**config.mk**
```make
export PLATFORM = sky130hd
export DESIGN_NAME = dtli_ctrl
export DESIGN_NICKNAME = d
export VERILOG_FILES = /design/src/design/dtli_pkg.sv /design/src/design/dtli_ctrl.sv
export SDC_FILE = /design/constraint.sdc
export NUM_CORES = 1
export LEC_CHECK = 0
export BUFFER_PORTS_ARGS = -buffer_cell sky130_fd_sc_hd__buf_2
export CORE_AREA = 10 10 47 49
export CTS_CLUSTER_SIZE = 40
export DETAILED_ROUTE_END_ITERATION = 8
export DIE_AREA = 0 0 57 59
export GPL_ROUTABILITY_DRIVEN = 0
export GPL_TIMING_DRIVEN = 0
export PLACE_DENSITY = 0.72
export SLEW_MARGIN = 25
export SYNTH_ARGS = -nofsm -noshare
export SYNTH_HDL_FRONTEND = slang
export SYNTH_SLANG_ARGS = --single-unit
```
**constraint.sdc**
```tcl
create_clock -name clk -period 4.1 [get_ports clk]
set_clock_uncertainty 0.1 [all_clocks]
set_input_delay 0 -clock clk [delete_from_list [all_inputs] [get_ports clk]]
set_output_delay 0 -clock clk [all_outputs]
set_load 0.03 [all_outputs]
```
**src/design/dtli_pkg.sv**
```systemverilog
package dtli_pkg;

	localparam int NODE_CAP_DEF   = 4096;
	localparam int LEVELS_DEF     = 8;
	localparam int VALUE_BITS_DEF = 32;

	localparam int FANOUT     = 10;
	localparam int ROOTS      = 10;
	localparam int KEY_DIGITS = 9;
	localparam int KEY_W      = 4 * KEY_DIGITS;
	localparam int VAL_W      = 32;
	localparam int STAT_W     = 2;

	typedef enum logic [STAT_W-1:0] {
		STAT_OK     = 2'd0,
		STAT_FULL   = 2'd1,
		STAT_BADKEY = 2'd2
	} status_t;

	typedef enum logic [2:0] {
		S_CLEAR,
		S_IDLE,
		S_CHECK,
		S_READ,
		S_EVAL,
		S_WRITE,
		S_DONE
	} state_t;

	typedef enum logic [2:0] {
		RK_MISS,
		RK_HIT,
		RK_UPD,
		RK_FULL,
		RK_BAD
	} res_kind_t;

	typedef struct packed {
		logic      clr;
		logic      load;
		logic      start;
		logic      rd;
		logic      descend;
		logic      mark_found;
		logic      wr;
		logic      fin;
		res_kind_t kind;
	} dtli_cmd_t;

	typedef struct packed {
		logic clr_last;
		logic digits_ok;
		logic upd;
		logic last;
		logic slot_zero;
		logic slot_empty;
		logic room_ok;
		logic out_free;
	} dtli_sts_t;

endpackage

```
**src/design/dtli_ctrl.sv**
```systemverilog
module dtli_ctrl (
	input  logic                clk,
	input  logic                arst_n,
	input  logic                in_valid,
	output logic                in_ready,
	input  dtli_pkg::dtli_sts_t sts,
	output dtli_pkg::dtli_cmd_t cmd
);

	dtli_pkg::state_t    state_q, state_d;
	dtli_pkg::res_kind_t kind_q, kind_d;

	always_ff @(posedge clk or negedge arst_n) begin
		if (!arst_n) begin
			state_q <= dtli_pkg::S_CLEAR;
			kind_q  <= dtli_pkg::RK_MISS;
		end else begin
			state_q <= state_d;
			kind_q  <= kind_d;
		end
	end

	always_comb begin
		state_d = state_q;
		kind_d  = kind_q;
		unique case (state_q)
			dtli_pkg::S_CLEAR: begin
				if (sts.clr_last)
					state_d = dtli_pkg::S_IDLE;
			end
			dtli_pkg::S_IDLE: begin
				if (in_valid)
					state_d = dtli_pkg::S_CHECK;
			end
			dtli_pkg::S_CHECK: begin
				if (!sts.digits_ok) begin
					kind_d  = dtli_pkg::RK_BAD;
					state_d = dtli_pkg::S_DONE;
				end else begin
					state_d = dtli_pkg::S_READ;
				end
			end
			dtli_pkg::S_READ: begin
				state_d = dtli_pkg::S_EVAL;
			end
			dtli_pkg::S_EVAL: begin
				if (sts.last) begin
					if (sts.upd) begin
						kind_d  = dtli_pkg::RK_UPD;
						state_d = dtli_pkg::S_WRITE;
					end else begin
						kind_d  = sts.slot_zero ? dtli_pkg::RK_MISS : dtli_pkg::RK_HIT;
						state_d = dtli_pkg::S_DONE;
					end
				end else if (!sts.slot_empty) begin
					state_d = dtli_pkg::S_READ;
				end else if (!sts.upd) begin
					kind_d  = dtli_pkg::RK_MISS;
					state_d = dtli_pkg::S_DONE;
				end else if (!sts.room_ok) begin
					kind_d  = dtli_pkg::RK_FULL;
					state_d = dtli_pkg::S_DONE;
				end else begin
					kind_d  = dtli_pkg::RK_UPD;
					state_d = dtli_pkg::S_WRITE;
				end
			end
			dtli_pkg::S_WRITE: begin
				if (sts.last)
					state_d = dtli_pkg::S_DONE;
			end
			dtli_pkg::S_DONE: begin
				if (sts.out_free)
					state_d = dtli_pkg::S_IDLE;
			end
			default: begin
				state_d = dtli_pkg::S_IDLE;
			end
		endcase
	end

	always_comb begin
		cmd      = '0;
		cmd.kind = kind_q;
		in_ready = 1'b0;
		unique case (state_q)
			dtli_pkg::S_CLEAR: cmd.clr = 1'b1;
			dtli_pkg::S_IDLE: begin
				in_ready = 1'b1;
				cmd.load = in_valid;
			end
			dtli_pkg::S_CHECK: cmd.start = 1'b1;
			dtli_pkg::S_READ:  cmd.rd = 1'b1;
			dtli_pkg::S_EVAL: begin
				if (sts.last)
					cmd.mark_found = sts.upd;
				else
					cmd.descend = !sts.slot_empty;
			end
			dtli_pkg::S_WRITE: cmd.wr = 1'b1;
			dtli_pkg::S_DONE:  cmd.fin = sts.out_free;
			default: cmd.fin = 1'b0;
		endcase
	end

endmodule

```
# Yosys cells after proc, flatten, opt, wreduce, memory -nomap -nowiden
# Cells that the tools add are included.
dict set report word_totals {
  romBits 0
  latchBits 0
  input_bits 11
  elab_cells 48
  ff_bits 6
  ram_bits 0
  memories 0
}
dict set report classes {
  muxes 29
  div_mod_pow 0
  n_eq_ne 12
  mul 0
  order_cmp 0
  n_reduce_logical 5
  n_addsub 0
  bitwise_logic 0
  n_shift 0
}
# op count
set ops {}
lappend ops {{2-to-1 mux 3 bit} 10}
lappend ops {{one-hot mux 3 bit (7 select lines)} 1}
lappend ops {{2-to-1 mux 2 bit} 6}
lappend ops {{2-to-1 mux 1 bit} 11}
lappend ops {{!= test 2 bit, second input constant} 5}
lappend ops {{== test 3 bit, second input constant} 3}
lappend ops {{== test 3 x 2 -> 1 bit, second input constant} 2}
lappend ops {{one-hot mux 3 bit (2 select lines)} 1}
lappend ops {{AND reduction 4 bit} 1}
lappend ops {{== test 3 x 1 -> 1 bit, second input constant} 1}
lappend ops {{logical NOT 3 bit} 1}
lappend ops {{!= test 3 bit, second input constant} 1}
lappend ops {{AND reduction 3 bit} 1}
lappend ops {{nonzero test 2 bit} 1}
lappend ops {{logical NOT 1 bit} 1}

# Logic depth before layout (Yosys ltp)
# Gate-level depths: netlist of run 1.
dict set report logic_depth {
  ltp_word 5
  ltp_mapped 5
  mapped_depth_nobuf 4
}

# Worst setup path before layout of run 1
# Ideal clock, no wire load.
dict set report synth_path {
  path_kind {reg2out}
  from {register state_q[2]}
  to {output cmd[9] (netlist bit)}
  path_stages_with_launch 5
  arrival_ns 1.849
  required_ns 4.000
  path_slack_ns 2.151
  cell_sequence {dfrtp_1 buf_2 buf_2 nor3b_1 and2_1}
}
# element line
set synth_lines {}
lappend synth_lines {{from (decl)} dtli_ctrl.sv:10} ;# dtli_pkg::state_t state_q, state_d;
lappend synth_lines {{from (signal assigned)} dtli_ctrl.sv:15} ;# state_q <= dtli_pkg::S_CLEAR;
lappend synth_lines {{from (signal assigned)} dtli_ctrl.sv:18} ;# state_q <= state_d;
lappend synth_lines {{to (decl)} dtli_ctrl.sv:7} ;# output dtli_pkg::dtli_cmd_t cmd

# Final worst setup path of run 1
dict set report layout_path {
  from {register state_q[0]}
  to {register state_q[2]}
}
dict set report layout_via {
  elab_chain_len 3
}
# element line
set layout_lines {}
lappend layout_lines {{== test 3 bit, or another cell as far along} dtli_ctrl.sv:26} ;# unique case (state_q)
lappend layout_lines {{!= test 2 bit (no source line)} n/a}
lappend layout_lines {{AND reduction 4 bit (no source line)} n/a}
# Parallel ways exist; a longest one is shown, timed or not.
# A chain may end at the register's enable or synchronous reset.

==> results of run 1 <==
routing by layer:
layer  share of wire [%]  vias to the layer above
met4                   0                        0
li1                    -                      281
met1                  48                      243
met5                   0                        -
met2                  43                       30
met3                 9.6                        0
state kept, by name, summed over array words and instances, names as in the netlist:
| register | count |
|---|---|
| kind_q | 3 |
| state_q | 3 |
path summary, 6_finish.rpt:
kind / startpoint / to / slack, ns / cells after the start
worst max-delay path: state_q[0] / state_q[2] / 2.22 / 5
worst min-delay path: arst_n / state_q[1] / 0.002 / 2
worst max register to register: state_q[0] / state_q[2] / 2.22 / 5
worst min register to register: kind_q[0] / kind_q[0] / 0.40 / 2
max in group asynchronous: arst_n / kind_q[1] / 3.76 / 2
min in group clk: sts[5] / kind_q[1] / 0.01 / 3
report_power, final:
group | switching [mW] | total (mW) | internal [mW]
combinational | 0.241 | 0.383 | 0.143
sequential | 0.00916 | 0.0951 | 0.0859
clock | 0.0195 | 0.0524 | 0.0330
total | 0.269 | 0.531 | 0.261
cell families after synthesis:
logic type | Yosys count | share of synthesized area [%]
compound gates | 20 | 30.07
simple gates | 28 | 30.58
flops | 6 | 30.07
buf+inv | 9 | 9.272
cells in the final DEF, fill, tap and decap left out, drive strengths merged, types with 3 or more instances in the layout:
cell and count:
dlygate4sd3 3, inv 3, a21oi 3, o21ai 5
dfrtp 6, nor3 5, buf 27, nand2 3
nor2 10, clkbuf 4, a31oi 3
timing repair:
action / 4_1_cts / 5_1_grt
hold endpoints to repair: 7 / 0
hold buffers: 3 / 0
gates resized for setup: 0 / 0
critical path, delay by kind of cell, from the launching register on:
| family | cells | cell delay (ns) |
|---|---|---|
| AO/OA/AOI/OAI | 2 | 0.22 |
| buffers and inverters | 2 | 0.69 |
| flip-flops | 1 | 0.36 |
| AND/OR/NAND/NOR | 1 | 0.38 |
area by class of cell:
class                   count  share of cell area [%]
plain buffers               6                   5.138
clock buffers               3                   3.303
inverters                   3                   1.651
multi-input cells          48                   44.40
flip-flops and latches      6                   22.02
well taps                  16                   2.936
repair buffers             25                   20.55
==> results.sh, run 1 <==
export IMPL_postLayoutCellArea_um2=681.9
export IMPL_dpl_cell_area_um2=629.4
export IMPL_clk_pin_slew_ns=0.04
export IMPL_root_buffer="clkbuf_4"
export IMPL_cts_sinks=6
export IMPL_path_class="register to register"
export IMPL_nFillCells=155
export IMPL_power_leakage_nw=0.3591
export IMPL_register_area_um2=150.1
export IMPL_period_share_pct=45.77
export IMPL_ios=23
export IMPL_peakVddDrop_mv=0.3411
export IMPL_synth_edf_count=0
export IMPL_via_per_inst=5.178
export IMPL_ys_flop_type="dfrtp_1"
export IMPL_netlist_area_leader_share_pct=30.08
export IMPL_grt_met1_usage_pct=10.04
export IMPL_core_mm2=0.001401
export IMPL_drtAntennaViolNets=0
export IMPL_clk_path_buf_depth=2
export IMPL_grt_pass1_wl_mm=2.415
export IMPL_synthCells=63
export IMPL_grt_max_degree=11
export IMPL_drt_wirelength_per_cell_um=12.78
export IMPL_cpPeakStageDelay_ns=0.56
export IMPL_setup_slack_ns=2.224
export IMPL_vias=554
export IMPL_top_usage_layer="met2"
export IMPL_syn_area_um2=499.2
export IMPL_synth_top_cell_by_area="dfrtp_1"
export IMPL_worstPathRequired_ns=4.12
export IMPL_grt_overflow_total=0
export IMPL_diodes=0
export IMPL_ys_types=29
export IMPL_cts_tree="yes"
export IMPL_dieArea_mm2=0.003363
export IMPL_tightestPinTransition_ns=0.4253
export IMPL_grt_pass1_vias=568
export IMPL_cp_slowest_cell="dlygate4sd3_1"
export IMPL_hpwl_mm=1.072
export IMPL_syn_area_per_cell_um2=7.924
export IMPL_final_net_count=104
export IMPL_synth_most_common_cell="nor2_1"
export IMPL_worstSkewPairLatency_ns=0.24
export IMPL_use_met3_pct=4.506
export IMPL_hold_ws_ns=0.001752
export IMPL_crit_arrival_ns=1.90
export IMPL_die_w_um=57
export IMPL_rsz0062_at_grt="false"
export IMPL_grt_use_total_pct=8.656
export IMPL_die_h_um=59
export IMPL_totalWireLength_mm=1.367
export IMPL_cts_inserted_buffers=3
export IMPL_setup_viol=0
export IMPL_critPathMaxFanout=10
export IMPL_drv_cap=0
export IMPL_status="finished, final reports clean"
export IMPL_cts_max_level=1
export IMPL_synth_nets=74
export IMPL_ys_warn_count=0
export IMPL_portBuffers=22
export IMPL_rows=14
export IMPL_hold_class="input pin to asynchronous set/reset pin"
export IMPL_ys_seq_elements=6
export IMPL_setup_tns_ns=0
export IMPL_fin_cells=107
export IMPL_async_flop_share_pct=100.0
export IMPL_ys_seq_area_share_pct=30.08
export IMPL_slew_headroom_pct=71.54
export IMPL_synth_area_leaders="dfrtp_1 30%, nor2_1 6.8%, o41ai_2 6.5%"
export IMPL_endpoint_kind="register"
export IMPL_layout_drive_gt1_share_pct=39.56
export IMPL_multi_input_area_um2=302.8
export IMPL_fin_crit_ns=1.876
export IMPL_place_ws_ns=2.684
export IMPL_total_power_uw=530.9
export IMPL_dp_cells=101
export IMPL_route_detailed_drc=0
export IMPL_synthTopCellsByCount="9 x nor2_1, 6 x dfrtp_1, 5 x nor3_1"
export IMPL_max_freq_mhz=532.9
export IMPL_postCtsSetupBuffers=0
export IMPL_dr_first_iter_drc_count=16
export IMPL_final_core_util_pct=48.66
export IMPL_first_pass_iters=4
export IMPL_p_per_area_mw_per_mm2=778.5
export IMPL_antenna_found_initial=0
export IMPL_syn_to_final_growth_pct=36.59
export IMPL_final_max_slew_viol_count=0
export IMPL_hold_violations=0
export IMPL_start_util_pct=35.63
export IMPL_grt_met2_usage_pct=13.33
export IMPL_path_cells="buf_6 > or3_1 > a21oi_1 > a211oi_1 > dlygate4sd3_1"
export IMPL_crit_path_start_kind="register"
No activity file was read; power rests on OpenSTA's default activity.
==> run 2, diff against run 1 <==
==> constraint.sdc (replaced) <==
create_clock -name clk -period 1.8 [get_ports clk]
set_clock_uncertainty 0.1 [all_clocks]
set_input_delay 0 -clock clk [delete_from_list [all_inputs] [get_ports clk]]
set_output_delay 0 -clock clk [all_outputs]
set_load 0.03 [all_outputs]
==> results.sh, run 2 (synthesis gave the netlist of run 1 again) <==
export IMPL_status="finished, final reports clean"
export IMPL_totalWireLength_mm=1.328
export IMPL_p_int_uw=579.5
export IMPL_hpwl_mm=1.065
export IMPL_hold_class="input pin to asynchronous set/reset pin"
export IMPL_top_usage_layer="met2"
export IMPL_die_w_um=57
export IMPL_path_class="register to primary output"
export IMPL_grt_met1_usage_pct=10.32
export IMPL_setup_viol=0
export IMPL_syn_to_final_growth_pct=37.59
export IMPL_tightestPinTransition_ns=0.4127
export IMPL_p_sw_share_pct=51.25
export IMPL_postCtsHoldBufs=3
export IMPL_final_cell_mix="26 x buf_2, 9 x nor2_1, 6 x dfrtp_1"
export IMPL_use_met3_pct=2.361
export IMPL_grt_overflow_total=0
export IMPL_cts_max_level=1
export IMPL_power_leakage_nw=0.3609
export IMPL_root_buffer="clkbuf_4"
export IMPL_endpoint_kind="primary output"
export IMPL_vias=542
export IMPL_postCtsSetupBuffers=0
export IMPL_hold_violations=0
export IMPL_crit_path_start_kind="register"
export IMPL_clkPwrFrac_pct=10.1
export IMPL_final_net_count=104
export IMPL_cts_tree="yes"
export IMPL_route_detailed_drc=0
export IMPL_period_share_pct=87.42
export IMPL_drv_cap=0
export IMPL_reg_top3="kind_q x3, state_q x3"
export IMPL_rows=14
export IMPL_dr_first_iter_drc_count=14
export IMPL_final_max_slew_viol_count=0
export IMPL_drtAntennaViolNets=0
export IMPL_cts_inserted_buffers=3
export IMPL_fin_crit_ns=1.574
export IMPL_grt_pass1_wl_mm=2.228
export IMPL_cts_sinks=6
export IMPL_clk_path_buf_depth=2
export IMPL_peakVddDrop_mv=0.6091
export IMPL_antenna_found_initial=0
export IMPL_diodes=0
export IMPL_cpPeakStageDelay_ns=0.36
export IMPL_grt_use_total_pct=7.766
export IMPL_seqPwrFrac_pct=18.3
export IMPL_worstSkewPairLatency_ns=0.24
export IMPL_combPwrFrac_pct=71.6
export IMPL_worstPathRequired_ns=1.70
export IMPL_layout_commonest_cell="buf_2"
export IMPL_drt_wirelength_per_cell_um=12.41
export IMPL_p_per_area_mw_per_mm2=1731
export IMPL_max_freq_mhz=635.5
export IMPL_core_mm2=0.001401
export IMPL_critPathMaxFanout=10
export IMPL_cp_slowest_cell="dfrtp_1"
export IMPL_cts_resized=0
export IMPL_grt_pass1_vias=534
export IMPL_dieArea_mm2=0.003363
export IMPL_ios=23
export IMPL_critPathTopFamily="simple AND/OR/NAND/NOR gates"
export IMPL_crit_arrival_ns=1.47
export IMPL_total_power_mw=1.189
export IMPL_first_pass_iters=4
export IMPL_clk_pin_slew_ns=0.05
export IMPL_start_util_pct=35.63
export IMPL_via_per_inst=5.065
export IMPL_slew_headroom_pct=72.38
export IMPL_rsz0062_at_grt="false"
export IMPL_worst_path_buf_inv=2
export IMPL_path_cells="buf_6 > nand2b_4 > or2_4 > nor3_1 > buf_2"
export IMPL_die_h_um=59
export IMPL_grt_met2_usage_pct=11.32
export IMPL_portBuffers=22
export IMPL_p_sw_uw=609.3
export IMPL_layout_drive_gt1_share_pct=40.66
export IMPL_setup_tns_ns=0
export IMPL_grt_max_degree=11
run 2: cell counts in the layout (fill, tap and decap cells not counted):
No cell type changed its count.
run 2: worst reg2reg max path, stage by stage (launching register included):
cell and delay (ns):
dfrtp_1 0.36, buf_6 0.13, nand2b_4 0.14, or2_4 0.25, o41ai_2 0.31
run 2: stage by stage:
stage | util, % | worst slack, ns | area [um^2] | cells | hold WS [ns]
floorplan | - | 0.1801 | 504.2 | 63 | -0.3956
global placement | 45.27 | 0.3885 | 634.4 | 101 | -0.2763
detailed placement | 45.27 | 0.3608 | 634.4 | 101 | -0.2729
CTS | 49.02 | 0.2111 | 686.9 | 107 | 0.009845
global route | 49.02 | 0.1266 | 686.9 | 107 | 0.03180
finish | 49.02 | 0.2264 | 686.9 | 107 | 0.01421
run 2: power by group through the flow:
stage	Combinational, mW	Sequential (mW)	Clock, mW
after floorplan	0.607	0.266	0
after global placement	0.843	0.220	0
after detailed placement	0.851	0.218	0
after CTS	0.857	0.217	0.122
after global routing	0.940	0.221	0.127
final	0.851	0.217	0.121
run 2: final cells by class:
class	instances	area [um^2]
multi-input combinational	48	307.8
sequential	6	150.1
tap	16	20.02
fill	140	714.4
clock buffer	3	22.52
buffer	6	35.03
inverter	3	11.26
timing repair buffer	25	140.1
run 2: routing by layer:
metal	part of all wire [%]	up-vias
li1	-	283
met1	48	229
met2	43	30
met3	9.7	0
met4	0	0
met5	0	-
run 2: path summary, 6_finish.rpt:
kind	end	slack [ns]	startpoint	cells after the start
worst max-delay path	cmd[6]	0.23	state_q[0]	5
min in group clk	kind_q[1]	0.02	sts[5]	3
worst max register to register	kind_q[0]	0.39	state_q[0]	4
max in group asynchronous	kind_q[1]	1.45	arst_n	2
worst min-delay path	kind_q[2]	0.01	arst_n	2
worst min register to register	kind_q[1]	0.39	kind_q[1]	2
==> run 3, diff against run 2 <==
--- a/config.mk
+++ b/config.mk
@@ -6,10 +6,9 @@
 export NUM_CORES = 1
 export LEC_CHECK = 0
 export BUFFER_PORTS_ARGS = -buffer_cell sky130_fd_sc_hd__buf_2
-export CORE_AREA = 10 10 47 49
-export CTS_CLUSTER_SIZE = 40
+export CORE_AREA = 2 2 39 41
 export DETAILED_ROUTE_END_ITERATION = 8
-export DIE_AREA = 0 0 57 59
+export DIE_AREA = 0 0 41 43
 export GPL_ROUTABILITY_DRIVEN = 0
 export GPL_TIMING_DRIVEN = 0
 export PLACE_DENSITY = 0.72
==> results.sh, run 3 (synthesis gave the netlist of run 1 again) <==
export IMPL_status="finished, final reports clean"
export IMPL_clkPwrFrac_pct=10.3
export IMPL_die_h_um=43
export IMPL_start_util_pct=36.08
export IMPL_total_power_mw=1.198
export IMPL_cts_inserted_buffers=3
export IMPL_final_cell_mix="26 x buf_2, 9 x nor2_1, 6 x dfrtp_1"
export IMPL_portBuffers=22
export IMPL_drt_wirelength_per_cell_um=11.45
export IMPL_grt_pass1_wl_mm=1.828
export IMPL_setup_viol=0
export IMPL_p_sw_share_pct=51.38
export IMPL_multi_input_area_um2=307.8
export IMPL_root_buffer="clkbuf_4"
export IMPL_p_sw_uw=615.4
export IMPL_first_pass_iters=4
export IMPL_layout_commonest_cell="buf_2"
export IMPL_grt_max_degree=11
export IMPL_r2r_slack_ns=0.39
export IMPL_grt_pass1_vias=429
export IMPL_route_detailed_drc=0
export IMPL_endpoint_kind="primary output"
export IMPL_rows=14
export IMPL_worstReg2RegEnd="kind_q[0]"
export IMPL_final_max_slew_viol_count=0
export IMPL_path_class="register to primary output"
export IMPL_p_per_area_mw_per_mm2=1694
export IMPL_tightestPinTransition_ns=0.4187
export IMPL_antenna_found_initial=0
export IMPL_vias=573
export IMPL_place_ws_ns=0.3818
export IMPL_final_core_util_pct=51.09
export IMPL_period_share_pct=88.89
export IMPL_syn_to_final_growth_pct=41.60
export IMPL_layout_drive_gt1_share_pct=39.78
export IMPL_max_freq_mhz=625.0
export IMPL_drv_cap=0
export IMPL_hold_depth=3
export IMPL_setup_slack_ns=0.2001
export IMPL_power_leakage_nw=0.3692
export IMPL_via_per_inst=5.257
export IMPL_dieArea_mm2=0.001763
export IMPL_grt_overflow_total=0
export IMPL_cts_sinks=6
export IMPL_drtAntennaViolNets=0
export IMPL_crit_start="state_q[0]"
export IMPL_ios=23
export IMPL_reg2reg_depth=4
export IMPL_core_mm2=0.001384
export IMPL_r2r_start="state_q[0]"
export IMPL_nFillCells=128
export IMPL_final_net_count=106
export IMPL_dp_cells=101
export IMPL_cts_tree="yes"
export IMPL_fin_cells=109
export IMPL_clk_path_buf_depth=2
export IMPL_diodes=0
export IMPL_postCtsSetupBuffers=0
export IMPL_setup_tns_ns=0
export IMPL_hp_start="sts[5]"
export IMPL_clk_pin_slew_ns=0.05
export IMPL_rsz0062_at_grt="false"
export IMPL_combPwrFrac_pct=71.6
export IMPL_reg_top3="kind_q x3, state_q x3"
export IMPL_worstSkewPairLatency_ns=0.25
export IMPL_fin_crit_ns=1.600
export IMPL_holdPathEnd="kind_q[1]"
export IMPL_worstPathRequired_ns=1.70
export IMPL_hold_class="input pin to register"
export IMPL_crit_arrival_ns=1.50
export IMPL_crit_path_start_kind="register"
export IMPL_slew_headroom_pct=71.98
export IMPL_hold_violations=0
export IMPL_seqPwrFrac_pct=18.1
export IMPL_peakVddDrop_mv=0.9548
export IMPL_cts_max_level=1
export IMPL_critPathMaxFanout=10
export IMPL_dr_first_iter_drc_count=6
export IMPL_grt_use_total_pct=15.38
export IMPL_hpwl_um=902
export IMPL_totalWireLength_mm=1.248
export IMPL_die_w_um=41
export IMPL_p_int_uw=582.4
export IMPL_register_area_um2=150.1
==> run 3: worst max path at each step <==
stage                  to  slack, ns  cells after the start
5_1_grt            cmd[7]       0.11                      5
3_5_place_dp    kind_q[0]       0.38                      4
2_1_floorplan      cmd[5]       0.18                      4
6_report           cmd[6]       0.20                      5
4_1_cts            cmd[6]       0.19                      5
3_3_place_gp   state_q[0]       0.38                      5
==> run 3: metal layers <==
metal  up-vias  wire length, um  track usage [%]  part of all wire [%]
met4         0                0            2.000                     0
met3         0              131            9.424                    10
met5         -                0                0                     0
met2        31              534            20.63                    43
li1        283                -                -                     -
met1       259              582            21.45                    47
==> run 3: power by group through the flow <==
| stage | Sequential (mW) | Clock (mW) | Combinational (mW) |
|---|---|---|---|
| 3_5_place_dp | 0.219 | 0 | 0.850 |
| 2_1_floorplan | 0.266 | 0 | 0.607 |
| 5_1_grt | 0.223 | 0.135 | 0.940 |
| 3_3_place_gp | 0.219 | 0 | 0.835 |
| 4_1_cts | 0.218 | 0.128 | 0.859 |
| 6_report | 0.217 | 0.123 | 0.858 |
==> run 3: repair_timing <==
| item | in CTS | in global routing |
|---|---|---|
| endpoints found under the hold margin | 7 | 0 |
| resized for setup | 0 | 0 |
| hold buffers | 5 | 0 |
==> run 3: through the flow <==
step                cell area, um^2  hold slack [ns]
floorplan                     504.2          -0.3956
global placement              634.4          -0.2747
detailed placement            634.4          -0.2718
CTS                           706.9         0.005042
global route                  706.9          0.02123
finish                        706.9          0.01312
==> run 3: worst max-delay path, stage by stage, from the launching register on <==
cell	delay, ns
dfrtp_1	0.36
buf_6	0.14
nand2b_4	0.14
or2_4	0.25
nor3_1	0.13
buf_2	0.22
==> run 3: final cells by class <==
| cell class | count | share of cell area [%] |
|---|---|---|
| Clock buffer | 3 | 3.186 |
| Buffer | 6 | 4.956 |
| Timing Repair Buffer | 27 | 22.65 |
| Tap cell | 16 | 2.832 |
| Sequential cell | 6 | 21.24 |
| Multi-Input combinational cell | 48 | 43.54 |
| Inverter | 3 | 1.593 |
